$ cat config.mk
export PLATFORM = sky130hd
export DESIGN_NAME = frc_parser
export DESIGN_NICKNAME = d
export VERILOG_FILES = /design/src/frc_pkg.sv /design/src/frc_parser.sv
export SDC_FILE = /design/constraint.sdc
export NUM_CORES = 1
export LEC_CHECK = 0
export BUFFER_PORTS_ARGS = -buffer_cell sky130_fd_sc_hd__buf_2
export CAP_MARGIN = 20
export CORE_MARGIN = 2
export CORE_UTILIZATION = 45
export CTS_BUF_LIST = sky130_fd_sc_hd__clkbuf_2 sky130_fd_sc_hd__clkbuf_4 sky130_fd_sc_hd__clkbuf_8
export CTS_CLUSTER_SIZE = 14
export DETAILED_ROUTE_END_ITERATION = 8
export REMOVE_ABC_BUFFERS = 1
export SETUP_SLACK_MARGIN = 0.05
export SYNTH_ARGS = -nofsm -noshare
export SYNTH_HDL_FRONTEND = slang
export SYNTH_SLANG_ARGS = --single-unit
$ cat constraint.sdc
create_clock -name clk -period 2.7 [get_ports clk]
set_clock_uncertainty 0.2 [all_clocks]
set_input_delay 0.135 -clock clk [delete_from_list [all_inputs] [get_ports clk]]
set_output_delay 0.135 -clock clk [all_outputs]
set_load 0.02 [all_outputs]
$ cat src/frc_pkg.sv
`timescale 1ns / 1ps

package frc_pkg;

  localparam logic [7:0] HDR_FIRST  = 8'hEF;
  localparam logic [7:0] HDR_SECOND = 8'h01;
  localparam logic [7:0] REPLY_PID  = 8'h07;
  localparam logic [7:0] ADDR_BYTES = 8'd4;
  localparam logic [7:0] MIN_LENGTH = 8'd3;
  localparam logic [7:0] CKSUM_BYTES = 8'd2;

  // Configuration register indexes.
  localparam logic [7:0] CFG_CODE_SUCCESS     = 8'd0;
  localparam logic [7:0] CFG_CODE_NO_FINGER   = 8'd1;
  localparam logic [7:0] CFG_CODE_LOW_QUALITY = 8'd2;
  localparam logic [7:0] CFG_CODE_NOT_FOUND   = 8'd3;

  localparam logic [7:0] RST_CODE_SUCCESS     = 8'd0;
  localparam logic [7:0] RST_CODE_NO_FINGER   = 8'd2;
  localparam logic [7:0] RST_CODE_LOW_QUALITY = 8'd7;
  localparam logic [7:0] RST_CODE_NOT_FOUND   = 8'd9;

  typedef enum logic [3:0] {
    PH_HUNT1 = 4'd0,
    PH_HUNT2 = 4'd1,
    PH_ADDR  = 4'd2,
    PH_PID   = 4'd3,
    PH_LENHI = 4'd4,
    PH_LENLO = 4'd5,
    PH_BODY  = 4'd6,
    PH_CKHI  = 4'd7,
    PH_CKLO  = 4'd8
  } phase_t;

  typedef enum logic [2:0] {
    ST_OK        = 3'd0,
    ST_POOR      = 3'd1,
    ST_NOTFOUND  = 3'd2,
    ST_OTHER     = 3'd3,
    ST_FRAMEERR  = 3'd4
  } status_t;

  typedef struct packed {
    logic [7:0] success;
    logic [7:0] no_finger;
    logic [7:0] low_quality;
    logic [7:0] not_found;
  } code_cfg_t;

  // Event raised by the parser when a frame ends or fails.
  typedef struct packed {
    logic       valid;
    logic       frame_err;
    logic [7:0] code;
  } frame_evt_t;

endpackage

$ cat src/frc_parser.sv
`timescale 1ns / 1ps

module frc_parser (
  input  logic              clk,
  input  logic              rst_n,
  input  logic              advance,
  input  logic [7:0]        rx_byte,
  output frc_pkg::frame_evt_t evt
);

  frc_pkg::phase_t phase_r, phase_nxt;
  logic [7:0]  byte_count_r, byte_count_nxt;
  logic [15:0] running_sum_r, running_sum_nxt;
  logic [7:0]  body_length_r, body_length_nxt;
  logic [7:0]  held_code_r, held_code_nxt;
  logic [7:0]  checksum_high_r, checksum_high_nxt;
  logic [7:0]  count_inc;
  logic [15:0] sum_add;

  assign count_inc = byte_count_r + 8'd1;
  assign sum_add   = running_sum_r + {8'd0, rx_byte};

  always_comb begin
    phase_nxt         = phase_r;
    byte_count_nxt    = byte_count_r;
    running_sum_nxt   = running_sum_r;
    body_length_nxt   = body_length_r;
    held_code_nxt     = held_code_r;
    checksum_high_nxt = checksum_high_r;
    evt               = '0;
    case (phase_r)
      frc_pkg::PH_HUNT2: begin
        if (rx_byte == frc_pkg::HDR_SECOND) begin
          phase_nxt      = frc_pkg::PH_ADDR;
          byte_count_nxt = 8'd0;
        end else if (rx_byte != frc_pkg::HDR_FIRST) begin
          phase_nxt = frc_pkg::PH_HUNT1;
        end
      end
      frc_pkg::PH_ADDR: begin
        if (count_inc >= frc_pkg::ADDR_BYTES) begin
          byte_count_nxt = 8'd0;
          phase_nxt      = frc_pkg::PH_PID;
        end else begin
          byte_count_nxt = count_inc;
        end
      end
      frc_pkg::PH_PID: begin
        if (rx_byte != frc_pkg::REPLY_PID) begin
          evt.valid      = 1'b1;
          evt.frame_err  = 1'b1;
          phase_nxt      = frc_pkg::PH_HUNT1;
          byte_count_nxt = 8'd0;
        end else begin
          running_sum_nxt = {8'd0, rx_byte};
          phase_nxt       = frc_pkg::PH_LENHI;
        end
      end
      frc_pkg::PH_LENHI: begin
        running_sum_nxt = sum_add;
        phase_nxt       = frc_pkg::PH_LENLO;
      end
      frc_pkg::PH_LENLO: begin
        running_sum_nxt = sum_add;
        body_length_nxt = rx_byte;
        byte_count_nxt  = 8'd0;
        if (rx_byte < frc_pkg::MIN_LENGTH) begin
          evt.valid     = 1'b1;
          evt.frame_err = 1'b1;
          phase_nxt     = frc_pkg::PH_HUNT1;
        end else begin
          phase_nxt = frc_pkg::PH_BODY;
        end
      end
      frc_pkg::PH_BODY: begin
        if (byte_count_r == 8'd0) begin
          held_code_nxt = rx_byte;
        end
        running_sum_nxt = sum_add;
        byte_count_nxt  = count_inc;
        // The body length counts the two checksum bytes as well.
        if (count_inc >= body_length_r - frc_pkg::CKSUM_BYTES) begin
          phase_nxt = frc_pkg::PH_CKHI;
        end
      end
      frc_pkg::PH_CKHI: begin
        checksum_high_nxt = rx_byte;
        phase_nxt         = frc_pkg::PH_CKLO;
      end
      frc_pkg::PH_CKLO: begin
        evt.valid      = 1'b1;
        phase_nxt      = frc_pkg::PH_HUNT1;
        byte_count_nxt = 8'd0;
        if (checksum_high_r != running_sum_r[15:8] || rx_byte != running_sum_r[7:0]) begin
          evt.frame_err = 1'b1;
        end else begin
          evt.code = held_code_r;
        end
      end
      default: begin
        if (rx_byte == frc_pkg::HDR_FIRST) begin
          phase_nxt = frc_pkg::PH_HUNT2;
        end else begin
          phase_nxt = frc_pkg::PH_HUNT1;
        end
      end
    endcase
  end

  always_ff @(posedge clk) begin
    if (!rst_n) begin
      phase_r         <= frc_pkg::PH_HUNT1;
      byte_count_r    <= 8'd0;
      running_sum_r   <= 16'd0;
      body_length_r   <= 8'd0;
      held_code_r     <= 8'd0;
      checksum_high_r <= 8'd0;
    end else if (advance) begin
      phase_r         <= phase_nxt;
      byte_count_r    <= byte_count_nxt;
      running_sum_r   <= running_sum_nxt;
      body_length_r   <= body_length_nxt;
      held_code_r     <= held_code_nxt;
      checksum_high_r <= checksum_high_nxt;
    end
  end

endmodule

* Word level (Yosys, flattened, before mapping)
Cells that the tools add are included.
** Storage, ports and cells
- Bits in registers :: 52
- Output and inout bits :: 10
- Logic and storage cells :: 64
** Operators by class
- Add/sub/neg operators :: 3
- Order comparisons :: 3
- Eq/ne operators :: 20
- Multiplexer cells :: 20
- Reduce and logical (&&, ||, !) cells :: 12
** Operators by type and width (number)
- $mux 8 :: 5
- $pmux 8 s5 :: 1
- $pmux 16 s2 :: 1
- $pmux 4 s8 :: 1
- $add 16x8->16 :: 1
- $eq 4x3->1 const B :: 4
- $mux 16 :: 1
- $mux 4 :: 4
- $ne 8x8->1 :: 2
- $ne 2x2->1 const B :: 5
- $add 8x1->8 const B :: 1
- $eq 4x2->1 const B :: 2
- $eq 8x1->1 const B :: 1
- $eq 8x8->1 const B :: 1
- $ge 8x3->1 const B :: 1
- $ge 8x8->1 :: 1
- $logic_not 8->1 :: 1
- $lt 8x2->1 const B :: 1
- $ne 8x3->1 const B :: 1
- $ne 8x8->1 const B :: 1
- $reduce_and 4->1 :: 2
- $sub 8x2->8 const B :: 1
- $mux 3 :: 2
- $pmux 2 s3 :: 1
- 12 further kinds :: 16

* Logic depth before layout (Yosys ltp)
Gate-level depths: netlist (run 1).
- Depth after elaboration :: 4
- Depth in mapped cells :: 11

* Worst setup path after synthesis (run 1)
Ideal clock, no wire load.
- Path kind :: register to register
- From :: register byte_count_r[0]
- To :: register phase_r[3]
- Arrival time :: 2232 ps
- Required time :: 2385 ps
- Slack :: 152 ps
- Stages on the path, launching flop included :: 11
- Buffers on the path :: 0
- Period minus slack after synthesis :: 2548 ps
- Cell sequence :: dfxtp_1 -> ha_1 -> nand3_1 -> xor2_1 -> inv_1 -> ha_1 -> o211ai_1 -> o21ai_0 -> o211ai_2 -> or3_4 -> a31o_1
** Between the ends
- Longest elaborated chain between the ends :: 4
- Elaborated cells between the ends (all ways) :: 6
- Those cells by class :: add/sub: 1; order compare: 2; eq/ne: 2; reduce/logical: 1
** Ends and longest elaborated chain
- from (decl) :: line frc_parser.sv:12 : logic [7:0] byte_count_r, byte_count_nxt;
- from (signal assigned) :: line frc_parser.sv:120 : byte_count_r <= byte_count_nxt;
- $add 8x1->8 * :: line frc_parser.sv:20 : assign count_inc = byte_count_r + 8'd1;
- $ge 8x8->1 or $ge 8x3->1 (tied branches) :: line frc_parser.sv:82, frc_parser.sv:41
- $ne 2x2->1 (no line)
- $reduce_and 4->1 (no line) *
- to (signal assigned) :: line frc_parser.sv:112 : phase_r <= frc_pkg::PH_HUNT1;
- to (signal assigned) :: line frc_parser.sv:119 : phase_r <= phase_nxt;
- to (decl) :: line frc_parser.sv:11 : frc_pkg::phase_t phase_r, phase_nxt;
Mark *: on every way between the ends. The rest lies on a longest branch, timed or not.
A chain may end at the register's enable or synchronous reset.

* Final worst setup path (run 1)
- From :: register body_length_r[1]
- To :: register phase_r[2]
** Between the ends
- Longest elaborated chain between the ends :: 4
** Ends and longest elaborated chain
- from (decl) :: line frc_parser.sv:14 : logic [7:0] body_length_r, body_length_nxt;
- from (signal assigned) :: line frc_parser.sv:122 : body_length_r <= body_length_nxt;
- $sub 8x2->8 :: line frc_parser.sv:82 : if (count_inc >= body_length_r - frc_pkg::CKSUM_BYTES) begin
- $ge 8x8->1 :: line frc_parser.sv:82
- $ne 2x2->1 (no line)
- $reduce_and 4->1 (no line)
Every way passes these cells.

==> results of run 1 <==
==> routing by layer <==
metal,GRT usage (%),vias to the layer above,share of wire [%]
li1,-,1567,-
met1,33.4,1513,47
met2,33.1,142,43
met3,4.76,22,8.8
met4,6.69,0,1.9
met5,0,-,0
==> per-stage QoR <==
| step | instances | utilization, % |
|---|---|---|
| 2_1_floorplan | 388 | - |
| 3_3_place_gp | 532 | 50.3 |
| 3_5_place_dp | 532 | 50.3 |
| 4_1_cts | 547 | 52.7 |
| 5_1_grt | 549 | 55.9 |
| 6_report | 549 | 55.9 |
==> where the power goes <==
group	leakage, nW	switching (W)	internal (W)	total (W)
sequential	0.423	0.0000000435	0.000763	0.000763
combinational	1.08	0.0000715	0.0000356	0.000107
clock	0.0490	0.000279	0.000196	0.000475
total	1.55	0.000351	0.000995	0.00135
==> how the worst max path moves through the flow <==
stage	start	end	slack [ns]	cells after the start
4_1_cts	body_length_r[1]	phase_r[2]	0.05	10
3_3_place_gp	byte_count_r[0]	phase_r[3]	0.10	10
5_1_grt	byte_count_r[3]	phase_r[0]	-0.003	10
3_5_place_dp	byte_count_r[0]	phase_r[3]	0.03	9
2_1_floorplan	byte_count_r[0]	phase_r[3]	0.15	10
6_report	body_length_r[1]	phase_r[2]	0.12	6
==> synth_stat cells, types with 6 or more instances <==
master / instances
a21oi_1: 20
and2_1: 11
clkbuf_1: 12
dfxtp_1: 52
ha_1: 18
inv_1: 18
mux2i_1: 20
nand2_1: 36
nand3_1: 20
nor2_1: 35
nor3_1: 10
nor4_1: 7
o21a_1: 6
o21ai_0: 23
or3_1: 6
xnor2_1: 14
xor2_1: 7
==> layout make-up <==
class	count	area, um2
Fill cell	697	3220
Multi-Input combinational cell	318	2360
Sequential cell	52	1060
Timing Repair Buffer	54	373
Tap cell	99	124
Clock buffer	6	76.3
Inverter	18	67.6
Clock inverter	2	13.8
==> timing repair <==
action                     CTS  global route
hold buffers                 7             0
buffers inserted             0             2
pin swaps                    0             6
hold endpoints to repair     7             0
cloned                       0             0
resized for setup            3            44
setup endpoints to repair    4            20
==> worst max-delay path, delay by kind of cell, from the launching register on <==
kind	cells	cell delay [ns]
flops	1	0.36
compound gates	2	0.67
simple gates	3	1.10
mux	1	0.19
==> cell families (layout without fill, tap and decap cells) <==
family                   after synthesis  count (layout)
AO/OA/AOI/OAI                         97              97
XOR/XNOR                              21              21
adder cells (fa/ha/maj)               20              20
buffers and inverters                 39              80
flip-flops                            52              52
multiplexers                          20              20
AND/OR/NAND/NOR                      160             160
==> cells in the final DEF (no fill, tap or decap), drive strengths merged, types with 2 or more instances in the layout <==
master / synthesis / routed
buf: 4 / 47
dlygate4sd3: 0 / 7
a41oi: 2 / 2
dfxtp: 52 / 52
mux2i: 20 / 20
nand4b: 2 / 2
nor3: 10 / 10
or3: 9 / 9
ha: 18 / 18
a32o: 3 / 3
nand4: 5 / 5
xnor2: 14 / 14
or4: 6 / 6
a211oi: 7 / 7
xor2: 7 / 7
o211ai: 6 / 6
and2: 11 / 11
a21oi: 20 / 20
nand3: 20 / 20
a31o: 2 / 2
nand2b: 3 / 3
inv: 18 / 19
o32ai: 3 / 3
a211o: 2 / 2
clkbuf: 16 / 6
o21a: 6 / 6
and3: 4 / 4
o21ai: 24 / 24
a2111oi: 4 / 4
nand2: 36 / 36
nor4: 9 / 9
a31oi: 3 / 3
a21o: 5 / 5
nor2b: 4 / 4
nor2: 35 / 35
o31ai: 5 / 5
==> registers in the layout, summed over array words and instances (netlist names) <==
register	flops
checksum_high_r	8
byte_count_r	8
held_code_r	8
phase_r	4
body_length_r	8
running_sum_r	16
==> flow_summary.html, run 1 <==
<table>
<tr><th>Metric</th><th>Value</th></tr>
<tr><th colspan="2">Status</th></tr>
<tr><td>Run status</td><td>complete, no violations</td></tr>
<tr><th colspan="2">Min path</th></tr>
<tr><td>Instance count along the most critical hold path</td><td>3</td></tr>
<tr><td>Worst hold path class</td><td>in2reg</td></tr>
<tr><td>Critical hold path startpoint</td><td>rx_byte[7]</td></tr>
<tr><td>Endpoint, Worst Hold</td><td>held_code_r[7]</td></tr>
<tr><th colspan="2">Timing</th></tr>
<tr><td>Max-slew violation count</td><td>0</td></tr>
<tr><td>Setup tns final</td><td>0 ns</td></tr>
<tr><td>Final worst-path cycle share</td><td>between 90% and 100%</td></tr>
<tr><td>Headroom to the max-slew limit</td><td>about 32%</td></tr>
<tr><td>Maximum clock rate</td><td>388 MHz</td></tr>
<tr><td>Number of failing hold endpoints at the final stage</td><td>0</td></tr>
<tr><td>Worst Max-Slew Pin Slew</td><td>1.01 ns</td></tr>
<tr><td>Worst Hold Slack</td><td>approximately 0.0048 ns</td></tr>
<tr><td>Setup Viol. Count Final</td><td>0</td></tr>
<tr><td>Final Worst Setup Slack</td><td>between 0.1 and 0.15 ns</td></tr>
<tr><td>Unrepaired setup endpoints after global routing</td><td>yes</td></tr>
<tr><td>Clock period minus worst slack</td><td>approximately 2.6 ns</td></tr>
<tr><th colspan="2">Drt</th></tr>
<tr><td>Number of iterations in the first detailed-routing pass</td><td>5</td></tr>
<tr><td>Vias per cell</td><td>approximately 5.9</td></tr>
<tr><td>Remaining number of nets flagged by the antenna check after routing</td><td>0</td></tr>
<tr><td>Post-detailed-route DRC marker count</td><td>0</td></tr>
<tr><td>Detailed-route via count</td><td>3244</td></tr>
<tr><td>Average routed wire per standard cell</td><td>16.9 um</td></tr>
<tr><td>Number of DRC markers after the initial detailed-route iteration</td><td>roughly 160</td></tr>
<tr><td>Post-detailed-routing wire length</td><td>about 9000 um</td></tr>
<tr><th colspan="2">GRT</th></tr>
<tr><td>All-layer global routing usage</td><td>22.7%</td></tr>
<tr><td>Number of antenna violations at the first check in global routing</td><td>0</td></tr>
<tr><td>Global-route wire length before repair</td><td>between 15000 and 20000 um</td></tr>
<tr><td>Sum of overflow across all layers after global routing</td><td>0</td></tr>
<tr><td>Number of global-route vias before repair</td><td>just over 3000</td></tr>
<tr><td>Largest net degree at the start of global routing</td><td>36</td></tr>
<tr><th colspan="2">Layout</th></tr>
<tr><td>Design area</td><td>about 4000 um2</td></tr>
<tr><td>Final nets</td><td>479</td></tr>
<tr><td>Synth-to-layout area growth</td><td>20.2%</td></tr>
<tr><td>Number of antenna cells inserted</td><td>0</td></tr>
<tr><td>Layout cells sized above 1</td><td>a little under a quarter</td></tr>
<tr><th colspan="2">Pwr</th></tr>
<tr><td>Cell area power density</td><td>330 nW/um2</td></tr>
<tr><td>Static leakage power</td><td>1.55 nW</td></tr>
<tr><td>Worst IR drop on VDD</td><td>approximately 0.23 mV</td></tr>
<tr><td>Power, Total</td><td>0.00135 W</td></tr>
<tr><th colspan="2">Placed design</th></tr>
<tr><td>Detailed placer's ending HPWL</td><td>around 6400 um</td></tr>
<tr><td>Routability Congestion</td><td>about 0.91</td></tr>
<tr><td>Placed inst area</td><td>3670 um2</td></tr>
<tr><td>Input/output buffers</td><td>20</td></tr>
<tr><td>Worst slack after detailed placement</td><td>0.0331 ns</td></tr>
<tr><th colspan="2">Floorplan</th></tr>
<tr><td>Floorplan Core Area</td><td>7290 um2</td></tr>
<tr><td>Initial cell density of the core</td><td>around 47%</td></tr>
<tr><td>Die Span Y</td><td>between 90 and 100 um</td></tr>
<tr><td>FP Rows</td><td>31</td></tr>
<tr><td>I/O pin total</td><td>21</td></tr>
<tr><td>Die area</td><td>between 8000 and 9000 um2</td></tr>
<tr><td>Die outline width</td><td>90.8 um</td></tr>
<tr><th colspan="2">Clock network</th></tr>
<tr><td>Clock root buffer</td><td>clkbuf_8</td></tr>
<tr><td>Clock tree from TritonCTS</td><td>yes</td></tr>
<tr><td># clock sinks</td><td>52</td></tr>
<tr><td>Max H-tree Level</td><td>2</td></tr>
<tr><td>Worst-skew pair later-pin latency</td><td>about 0.32 ns</td></tr>
<tr><td>Clock buffer count from CTS</td><td>5</td></tr>
<tr><td>Clock edge transition at the registers on the reported setup and hold paths</td><td>approximately 0.1 ns</td></tr>
<tr><td>Clock Path Buffers</td><td>2</td></tr>
<tr><th colspan="2">Yosys</th></tr>
<tr><td>Number of warnings reported in the yosys synthesis log</td><td>0</td></tr>
<tr><td>EDFF count, synth</td><td>0</td></tr>
<tr><td>Post-synthesis cell area</td><td>3390 um2</td></tr>
<tr><td>Fraction of registers with async set/reset</td><td>0%</td></tr>
<tr><td>Post-synthesis cell count</td><td>409</td></tr>
<tr><td>Synth Area in Adders</td><td>roughly 7.5%</td></tr>
<tr><td>Post-synth top area share</td><td>a little under a third</td></tr>
<tr><td>Sequential share of the synthesized area</td><td>a little under a third</td></tr>
<tr><td>Combinational family with the most area after synthesis</td><td>simple AND/OR/NAND/NOR gates</td></tr>
<tr><td>Post-Syn Area per Cell</td><td>8.29 um2</td></tr>
<tr><td>Total of flip-flops plus latches after synthesis</td><td>52</td></tr>
<tr><td>Mux share of post-synthesis cell area</td><td>5.90%</td></tr>
<tr><td>Post-synthesis compound-gate area fraction</td><td>approximately a fifth</td></tr>
<tr><td>Top cell type by total area after synthesis</td><td>dfxtp_1</td></tr>
<tr><td>Primary FF master, synth</td><td>dfxtp_1</td></tr>
<tr><td>Area share of and/or/nand/nor cells after synthesis</td><td>about a quarter</td></tr>
<tr><td>Area contributors post-synth</td><td>dfxtp_1, ha_1, mux2i_1</td></tr>
<tr><td>Xor and xnor area share after synthesis</td><td>5.42%</td></tr>
<tr><td>Post-synthesis cell type count</td><td>62</td></tr>
<tr><th colspan="2">Worst setup path</th></tr>
<tr><td>Critical register-to-register path startpoint</td><td>body_length_r[1]</td></tr>
<tr><td>Capture instance of the worst register-to-register path</td><td>phase_r[2]</td></tr>
<tr><td>Required time at the endpoint of the critical path</td><td>2.75 ns</td></tr>
<tr><td>Worst-case register-to-register setup slack</td><td>0.12 ns</td></tr>
<tr><td>Delay contributed by the slowest stage of the critical path</td><td>around 0.54 ns</td></tr>
<tr><td>Crit path DAT</td><td>between 2 and 3 ns</td></tr>
<tr><td>Ordered list of cells on the worst path</td><td>or4_4 -&gt; nor3_1 -&gt; o211ai_1 -&gt; a211oi_1 -&gt; or3_4 -&gt; mux2i_1</td></tr>
<tr><td>Worst setup path category</td><td>reg2reg</td></tr>
<tr><td>Top fanout value on the critical path</td><td>5</td></tr>
<tr><td>Number of cells on the worst reg-to-reg path</td><td>6</td></tr>
<tr><td>Startpoint type of the worst setup path</td><td>flop</td></tr>
<tr><td>Critical-path top delay cell</td><td>or4_4</td></tr>
<tr><td>Critical path capture point type</td><td>flop</td></tr>
<tr><th colspan="2">Run</th></tr>
<tr><td>Max-cap violations</td><td>0</td></tr>
</table>
Note: power is estimated with default switching activity, not from simulation.
==> run 2: changes to the inputs <==
ABC_AREA = 1   (was not set)
PLACE_DENSITY = 0.65   (was not set)
==> flow_summary.html, run 2 <==
<table>
<tr><th>Metric</th><th>Value</th></tr>
<tr><th colspan="2">Yosys</th></tr>
<tr><td>Area share of and/or/nand/nor cells after synthesis</td><td>between 20% and 30%</td></tr>
<tr><td>Sequential share of the synthesized area</td><td>31.7%</td></tr>
<tr><td>Fraction of registers with async set/reset</td><td>0%</td></tr>
<tr><td>Area contributors post-synth</td><td>dfxtp_1, nand2_1, a21oi_1</td></tr>
<tr><td>Primary FF master, synth</td><td>dfxtp_1</td></tr>
<tr><td>Most instantiated cells after synthesis</td><td>nand2_1, inv_1, a21oi_1, dfxtp_1, nor2_1</td></tr>
<tr><td>Xor and xnor area share after synthesis</td><td>roughly 3.2%</td></tr>
<tr><td>Number of warnings reported in the yosys synthesis log</td><td>0</td></tr>
<tr><td>Post-synthesis cell count</td><td>490</td></tr>
<tr><td>Mux share of post-synthesis cell area</td><td>0%</td></tr>
<tr><td>Post-Syn Area per Cell</td><td>~6.7 um2</td></tr>
<tr><td>Combinational family with the most area after synthesis</td><td>simple AND/OR/NAND/NOR gates</td></tr>
<tr><td>Post-synth top area share</td><td>between 30% and 40%</td></tr>
<tr><td>Post-synthesis cell type count</td><td>37</td></tr>
<tr><td>Post-synthesis compound-gate area fraction</td><td>roughly a fifth</td></tr>
<tr><td>Top cell type by total area after synthesis</td><td>dfxtp_1</td></tr>
<tr><td>EDFF count, synth</td><td>0</td></tr>
<tr><td>Post-synthesis cell area</td><td>3280 um2</td></tr>
<tr><td>Synth Area in Adders</td><td>under 10%</td></tr>
<tr><td>Dominant cell by count in the synthesized netlist</td><td>nand2_1</td></tr>
<tr><td>Total of flip-flops plus latches after synthesis</td><td>between 50 and 60</td></tr>
<tr><th colspan="2">GRT</th></tr>
<tr><td>Number of global-route vias before repair</td><td>roughly 3000</td></tr>
<tr><td>Largest net degree at the start of global routing</td><td>17</td></tr>
<tr><td>All-layer global routing usage</td><td>22.2%</td></tr>
<tr><td>Global-route wire length before repair</td><td>13800 um</td></tr>
<tr><td>Number of antenna violations at the first check in global routing</td><td>0</td></tr>
<tr><td>Sum of overflow across all layers after global routing</td><td>0</td></tr>
<tr><th colspan="2">Floorplan</th></tr>
<tr><td>Die outline width</td><td>~89 um</td></tr>
<tr><td>Floorplan Core Area</td><td>7140 um2</td></tr>
<tr><td>Initial cell density of the core</td><td>46.0%</td></tr>
<tr><td>I/O pin total</td><td>21</td></tr>
<tr><td>FP Rows</td><td>31</td></tr>
<tr><td>Die Span Y</td><td>around 89 um</td></tr>
<tr><td>Die area</td><td>between 7000 and 8000 um2</td></tr>
<tr><th colspan="2">Layout</th></tr>
<tr><td>Fill cell total of the finished layout</td><td>760</td></tr>
<tr><td>Number of antenna cells inserted</td><td>0</td></tr>
<tr><td>Layout cells sized above 1</td><td>between 10 and 15%</td></tr>
<tr><td>Synth-to-layout area growth</td><td>11.8%</td></tr>
<tr><td>Largest reg by FF count</td><td>running_sum_r</td></tr>
<tr><td>Finished Layout Cells</td><td>between 600 and 700</td></tr>
<tr><td>Final nets</td><td>about 550</td></tr>
<tr><td>Most used cells in the layout excluding fill and tap cells</td><td>nand2_1, inv_1, a21oi_1, dfxtp_1, nor2_1</td></tr>
<tr><td>Flip-flop count of the largest register, all copies and words added</td><td>16</td></tr>
<tr><td>Leading cell type in the layout, fill and taps excluded</td><td>nand2_1</td></tr>
<tr><th colspan="2">Timing</th></tr>
<tr><td>Unrepaired setup endpoints after global routing</td><td>yes</td></tr>
<tr><td>Headroom to the max-slew limit</td><td>59.7%</td></tr>
<tr><td>Final Worst Setup Slack</td><td>around 0.18 ns</td></tr>
<tr><td>Final worst-path cycle share</td><td>between 90% and 100%</td></tr>
<tr><td>Worst Max-Slew Pin Slew</td><td>0.603 ns</td></tr>
<tr><td>Setup Viol. Count Final</td><td>0</td></tr>
<tr><td>Setup tns final</td><td>0 ns</td></tr>
<tr><td>Clock period minus worst slack</td><td>between 2 and 3 ns</td></tr>
<tr><td>Worst Hold Slack</td><td>around 0.008 ns</td></tr>
<tr><td>Max-slew violation count</td><td>0</td></tr>
<tr><td>Maximum clock rate</td><td>around 400 MHz</td></tr>
<tr><td>Number of failing hold endpoints at the final stage</td><td>0</td></tr>
<tr><th colspan="2">Worst setup path</th></tr>
<tr><td>Worst setup path category</td><td>reg2out</td></tr>
<tr><td>Critical-path top delay cell</td><td>ha_1</td></tr>
<tr><td>Crit path DAT</td><td>approximately 2.2 ns</td></tr>
<tr><td>Critical Path Most Common Cell</td><td>nor2_1</td></tr>
<tr><td>Ordered list of cells on the worst path</td><td>ha_1 -&gt; nor2_1 -&gt; nand3_1 -&gt; nor4_2 -&gt; o2111ai_1 -&gt; nor2_1 -&gt; buf_4 -&gt; and3_1 -&gt; buf_2</td></tr>
<tr><td>Startpoint type of the worst setup path</td><td>flop</td></tr>
<tr><td>Delay contributed by the slowest stage of the critical path</td><td>roughly 0.34 ns</td></tr>
<tr><td>Required time at the endpoint of the critical path</td><td>between 2 and 2.5 ns</td></tr>
<tr><td>Critical path capture point type</td><td>output pin</td></tr>
<tr><td>Number of buffer and inverter stages on the critical path</td><td>2</td></tr>
<tr><td>Family of cells with the greatest summed delay on the critical path</td><td>simple AND/OR/NAND/NOR gates</td></tr>
<tr><td>Top fanout value on the critical path</td><td>9</td></tr>
<tr><th colspan="2">Drt</th></tr>
<tr><td>Remaining number of nets flagged by the antenna check after routing</td><td>0</td></tr>
<tr><td>Number of DRC markers after the initial detailed-route iteration</td><td>192</td></tr>
<tr><td>Post-detailed-routing wire length</td><td>between 8000 and 9000 um</td></tr>
<tr><td>Vias per cell</td><td>5.22</td></tr>
<tr><td>Post-detailed-route DRC marker count</td><td>0</td></tr>
<tr><td>Average routed wire per standard cell</td><td>around 13 um</td></tr>
<tr><td>Number of iterations in the first detailed-routing pass</td><td>5</td></tr>
<tr><td>Detailed-route via count</td><td>roughly 3200</td></tr>
<tr><th colspan="2">Pwr</th></tr>
<tr><td>Internal power consumption</td><td>between 0.001 and 0.0015 W</td></tr>
<tr><td>Worst IR drop on VDD</td><td>approximately 0.28 mV</td></tr>
<tr><td>Cell area power density</td><td>between 400 and 500 nW/um2</td></tr>
<tr><td>Power, Total</td><td>~0.0017 W</td></tr>
<tr><td>Sequential fraction of design power</td><td>between 40% and 50%</td></tr>
<tr><td>Switching power as a share of total power</td><td>about 30%</td></tr>
<tr><td>Static leakage power</td><td>around 1.7 nW</td></tr>
<tr><td>Power share of the clock group</td><td>approximately a third</td></tr>
<tr><td>Relative contribution of combinational cells to total power</td><td>between 10% and 20%</td></tr>
<tr><td>Switching component of the power</td><td>approximately 0.0005 W</td></tr>
<tr><th colspan="2">Placed design</th></tr>
<tr><td>Input/output buffers</td><td>20</td></tr>
<tr><td>Worst slack after detailed placement</td><td>roughly 0.24 ns</td></tr>
<tr><td># placed instances</td><td>approximately 600</td></tr>
<tr><td>Routability Congestion</td><td>0.909</td></tr>
<tr><td>Detailed placer's ending HPWL</td><td>about 6000 um</td></tr>
<tr><th colspan="2">Clock network</th></tr>
<tr><td>Clock tree from TritonCTS</td><td>yes</td></tr>
<tr><td>Clock buffer count from CTS</td><td>5</td></tr>
<tr><td>Clock root buffer</td><td>clkbuf_8</td></tr>
<tr><td>Worst-skew pair later-pin latency</td><td>about 0.31 ns</td></tr>
<tr><td>Clock Path Buffers</td><td>2</td></tr>
<tr><td>Max H-tree Level</td><td>2</td></tr>
<tr><td># clock sinks</td><td>52</td></tr>
<tr><td>Clock edge transition at the registers on the reported setup and hold paths</td><td>approximately 0.1 ns</td></tr>
<tr><th colspan="2">Status</th></tr>
<tr><td>Run status</td><td>complete, no violations</td></tr>
<tr><th colspan="2">Min path</th></tr>
<tr><td>Worst hold path class</td><td>in2reg</td></tr>
<tr><th colspan="2">Run</th></tr>
<tr><td>Max-cap violations</td><td>0</td></tr>
</table>
[run 2: metrics by stage]
| stage | area [um2] | utilization (%) |
|---|---|---|
| floorplan | 3230 | - |
| global placement | 3470 | 48.7 |
| detailed placement | 3470 | 48.7 |
| CTS | 3650 | 51.2 |
| global route | 3660 | 51.3 |
| finish | 3660 | 51.3 |
[run 2: cell families (layout without fill, tap and decap cells)]
group | count (synthesis) | count (layout)
DFF | 52 | 52
buffers and inverters | 79 | 105
AOI/OAI and AO/OA | 113 | 113
xor gates and xnor gates | 12 | 12
adders and majority gates | 19 | 19
and+or+nand+nor | 215 | 215
[run 2: final timing paths]
kind | start | end | slack [ns] | cells after the start
setup reg to reg | running_sum_r[0] | running_sum_r[12] | 0.31 | 13
hold / removal | rx_byte[5] | held_code_r[5] | 0.008 | 3
setup / recovery | running_sum_r[3] | evt[6] | 0.18 | 9
hold reg to reg | byte_count_r[7] | byte_count_r[7] | 0.29 | 2
[run 2: final cells by class]
type	count	area, um2	area share (%)
Multi-Input combinational cell	359	1940	53.0
Clock buffer	6	76.3	2.08
Inverter	68	259	7.07
Clock inverter	2	35.0	0.956
Sequential cell	52	1050	28.5
Tap cell	99	124	3.38
Timing Repair Buffer	29	183	4.98
[run 2: timing repair]
action                                  in CTS  in global routing
resized for setup                            1                  7
gates cloned                                 0                  0
buffers inserted                             0                  0
pin swaps                                    0                  1
hold buffers                                 6                  0
endpoints found under the hold margin       16                  0
endpoints found under the setup margin       7                 17
[run 2: power groups by stage]
stage	logic, W	clock network [W]	registers, W
3_5_place_dp	0.000301	0	0.000823
6_report	0.000316	0.000549	0.000806
4_1_cts	0.000310	0.000560	0.000806
3_3_place_gp	0.000297	0	0.000823
5_1_grt	0.000357	0.000595	0.000809
2_1_floorplan	0.000214	0	0.000818
[run 2: tightest hold or removal path, stage by stage]
cell and delay, ns:
buf_2 0.16, o21ai_0 0.11, nor2_1 0.08
[run 2: metal layers]
layer / global-route usage, % / routed length (um) / vias to the layer above
met1: 29.1 / 3720 / 1439
li1: - / - / 1683
met5: 0 / 0 / -
met4: 8.28 / 144 / 0
met3: 4.25 / 436 / 13
met2: 36.2 / 3810 / 75
==> run 3: changes to the inputs <==
ABC_AREA = not set   (was 1)
CAP_MARGIN = not set   (was 20)
CELL_PAD_IN_SITES_DETAIL_PLACEMENT = 1   (was not set)
CELL_PAD_IN_SITES_GLOBAL_PLACEMENT = 2   (was not set)
CORE_UTILIZATION = 35   (was 45)
PLACE_DENSITY = 0.8   (was 0.65)
==> flow_summary.html, run 3 (same netlist as run 1, synthesis figures left out) <==
<table>
<tr><th>Metric</th><th>Value</th></tr>
<tr><th colspan="2">Layout</th></tr>
<tr><td>Most used cells in the layout excluding fill and tap cells</td><td>dfxtp_1, nand2_1, nor2_1, buf_4, o21ai_0</td></tr>
<tr><td>Leading cell type in the layout, fill and taps excluded</td><td>dfxtp_1</td></tr>
<tr><td>Number of antenna cells inserted</td><td>0</td></tr>
<tr><td>Layout cells sized above 1</td><td>24.1%</td></tr>
<tr><td>Final nets</td><td>485</td></tr>
<tr><td>Core utilization of the finished layout</td><td>44.2%</td></tr>
<tr><td>Largest reg by FF count</td><td>running_sum_r</td></tr>
<tr><td>Synth-to-layout area growth</td><td>21.4%</td></tr>
<tr><td>Flip-flop count of the largest register, all copies and words added</td><td>16</td></tr>
<tr><td>Finished Layout Cells</td><td>just under 600</td></tr>
<tr><th colspan="2">Pwr</th></tr>
<tr><td>Power, Total</td><td>around 0.0014 W</td></tr>
<tr><td>Worst IR drop on VDD</td><td>between 0.15 and 0.2 mV</td></tr>
<tr><td>Static leakage power</td><td>around 1.6 nW</td></tr>
<tr><td>Cell area power density</td><td>around 330 nW/um2</td></tr>
<tr><th colspan="2">Floorplan</th></tr>
<tr><td>Floorplan Core Area</td><td>between 9000 and 10000 um2</td></tr>
<tr><td>FP Rows</td><td>35</td></tr>
<tr><td>Die area</td><td>roughly 10000 um2</td></tr>
<tr><td>I/O pin total</td><td>21</td></tr>
<tr><td>Die Span Y</td><td>around 100 um</td></tr>
<tr><td>Initial cell density of the core</td><td>roughly 36%</td></tr>
<tr><td>Die outline width</td><td>between 100 and 150 um</td></tr>
<tr><th colspan="2">Worst setup path</th></tr>
<tr><td>Startpoint type of the worst setup path</td><td>flop</td></tr>
<tr><td>Critical register-to-register path startpoint</td><td>byte_count_r[0]</td></tr>
<tr><td>Worst setup path category</td><td>reg2reg</td></tr>
<tr><td>Number of cells on the worst reg-to-reg path</td><td>10</td></tr>
<tr><td>Ordered list of cells on the worst path</td><td>ha_2 -&gt; buf_4 -&gt; xor2_2 -&gt; ha_2 -&gt; o21a_1 -&gt; o211ai_1 -&gt; o21ai_1 -&gt; o211ai_2 -&gt; or3_4 -&gt; a31o_1</td></tr>
<tr><td>Worst-case register-to-register setup slack</td><td>about 0.16 ns</td></tr>
<tr><td>Crit path DAT</td><td>around 2.6 ns</td></tr>
<tr><td>Critical-path top delay cell</td><td>or3_4</td></tr>
<tr><td>Critical Path Most Common Cell</td><td>ha_2</td></tr>
<tr><td>Top fanout value on the critical path</td><td>4</td></tr>
<tr><td>Critical path capture point type</td><td>flop</td></tr>
<tr><td>Capture instance of the worst register-to-register path</td><td>phase_r[3]</td></tr>
<tr><td>Delay contributed by the slowest stage of the critical path</td><td>0.39 ns</td></tr>
<tr><td>Required time at the endpoint of the critical path</td><td>approximately 2.7 ns</td></tr>
<tr><th colspan="2">Clock network</th></tr>
<tr><td>Clock tree from TritonCTS</td><td>yes</td></tr>
<tr><td>Max H-tree Level</td><td>2</td></tr>
<tr><td>Worst-skew pair later-pin latency</td><td>0.32 ns</td></tr>
<tr><td>Clock root buffer</td><td>clkbuf_8</td></tr>
<tr><td>Clock buffer count from CTS</td><td>5</td></tr>
<tr><td>Clock Path Buffers</td><td>2</td></tr>
<tr><td># clock sinks</td><td>52</td></tr>
<tr><td>Clock edge transition at the registers on the reported setup and hold paths</td><td>0.11 ns</td></tr>
<tr><th colspan="2">Timing</th></tr>
<tr><td>Unrepaired setup endpoints after global routing</td><td>yes</td></tr>
<tr><td>Number of failing hold endpoints at the final stage</td><td>0</td></tr>
<tr><td>Setup Viol. Count Final</td><td>0</td></tr>
<tr><td>Headroom to the max-slew limit</td><td>~62%</td></tr>
<tr><td>Maximum clock rate</td><td>just under 400 MHz</td></tr>
<tr><td>Final worst-path cycle share</td><td>a little over nine tenths</td></tr>
<tr><td>Clock period minus worst slack</td><td>~2.5 ns</td></tr>
<tr><td>Max-slew violation count</td><td>0</td></tr>
<tr><td>Worst Max-Slew Pin Slew</td><td>0.570 ns</td></tr>
<tr><td>Setup tns final</td><td>0 ns</td></tr>
<tr><th colspan="2">Status</th></tr>
<tr><td>Run status</td><td>complete, no violations</td></tr>
<tr><th colspan="2">Drt</th></tr>
<tr><td>Post-detailed-route DRC marker count</td><td>0</td></tr>
<tr><td>Number of iterations in the first detailed-routing pass</td><td>4</td></tr>
<tr><td>Post-detailed-routing wire length</td><td>between 10000 and 15000 um</td></tr>
<tr><td>Vias per cell</td><td>roughly 5.5</td></tr>
<tr><td>Remaining number of nets flagged by the antenna check after routing</td><td>0</td></tr>
<tr><td>Number of DRC markers after the initial detailed-route iteration</td><td>110</td></tr>
<tr><td>Detailed-route via count</td><td>3230</td></tr>
<tr><td>Average routed wire per standard cell</td><td>around 18 um</td></tr>
<tr><th colspan="2">Run</th></tr>
<tr><td>Max-cap violations</td><td>0</td></tr>
<tr><th colspan="2">GRT</th></tr>
<tr><td>Global-route wire length before repair</td><td>around 17000 um</td></tr>
<tr><td>Number of antenna violations at the first check in global routing</td><td>0</td></tr>
<tr><td>Largest net degree at the start of global routing</td><td>36</td></tr>
<tr><td>Number of global-route vias before repair</td><td>between 3000 and 4000</td></tr>
<tr><td>Sum of overflow across all layers after global routing</td><td>0</td></tr>
<tr><td>All-layer global routing usage</td><td>20.4%</td></tr>
<tr><th colspan="2">Min path</th></tr>
<tr><td>Worst hold path class</td><td>in2reg</td></tr>
<tr><td>Critical hold path startpoint</td><td>rx_byte[1]</td></tr>
<tr><td>Endpoint, Worst Hold</td><td>body_length_r[1]</td></tr>
<tr><td>Instance count along the most critical hold path</td><td>3</td></tr>
<tr><th colspan="2">Placed design</th></tr>
<tr><td>Routability Congestion</td><td>0.874</td></tr>
<tr><td># placed instances</td><td>around 570</td></tr>
<tr><td>Input/output buffers</td><td>20</td></tr>
<tr><td>Detailed placer's ending HPWL</td><td>approximately 7300 um</td></tr>
</table>
-- run 3: how the worst max path moves through the flow --
stage	from	endpoint	slack, ns	depth (start not counted)
6_report	byte_count_r[0]	phase_r[3]	0.16	10
5_1_grt	byte_count_r[1]	phase_r[0]	0.003	10
4_1_cts	running_sum_r[7]	evt[5]	0.05	7
3_3_place_gp	body_length_r[1]	phase_r[2]	0.1	10
2_1_floorplan	byte_count_r[0]	phase_r[3]	0.15	10
3_5_place_dp	body_length_r[1]	phase_r[0]	-0.02	10
-- run 3: where the power goes --
part | leakage, nW | total (W) | internal, W | switching (W)
clock network | 0.0434 | 0.000502 | 0.000209 | 0.000293
logic | 1.10 | 0.000110 | 0.0000371 | 0.0000727
registers | 0.423 | 0.000765 | 0.000765 | 0.0000000604
-- run 3: cell type report --
class,instances,area (um2)
Fill cell,1133,5210
Multi-Input combinational cell,318,2320
Sequential cell,52,1050
Timing Repair Buffer,60,420
Tap cell,129,161
Clock buffer,6,82.6
Inverter,18,67.6
Clock inverter,2,15.0
-- run 3: critical path, delay by kind of cell, from the launching register on --
kind | cells | cell delay (ns)
flops | 1 | 0.35
buf+inv | 1 | 0.15
fa+ha+maj | 2 | 0.50
simple gates | 1 | 0.39
xor+xnor | 1 | 0.15
compound gates | 5 | 0.70
-- run 3: per-layer routing --
layer,GRT usage (%),up-vias,share of wire (%)
met4,4.10,0,1.2
met2,33.7,37,48
met5,0,-,0
li1,-,1577,-
met1,28.6,1603,49
met3,2.67,13,2.5
-- run 3: through the flow --
| step | hold slack (ns) | instance area [um2] | worst slack (ns) |
|---|---|---|---|
| global route | 0.0326 | 4120 | 0.00325 |
| global placement | 0.244 | 3750 | 0.0986 |
| finish | 0.0193 | 4120 | 0.158 |
| CTS | 0.00734 | 3940 | 0.0504 |
| floorplan | 0.0567 | 3260 | 0.147 |
| detailed placement | 0.250 | 3750 | -0.0221 |
-- run 3: repair_timing --
action / in CTS / in global routing
buffers inserted: 0 / 2
endpoints found under the setup margin: 14 / 15
gates cloned: 0 / 0
hold buffers: 7 / 1
endpoints found under the hold margin: 6 / 1
gates resized for setup: 9 / 35
pin swaps: 2 / 12
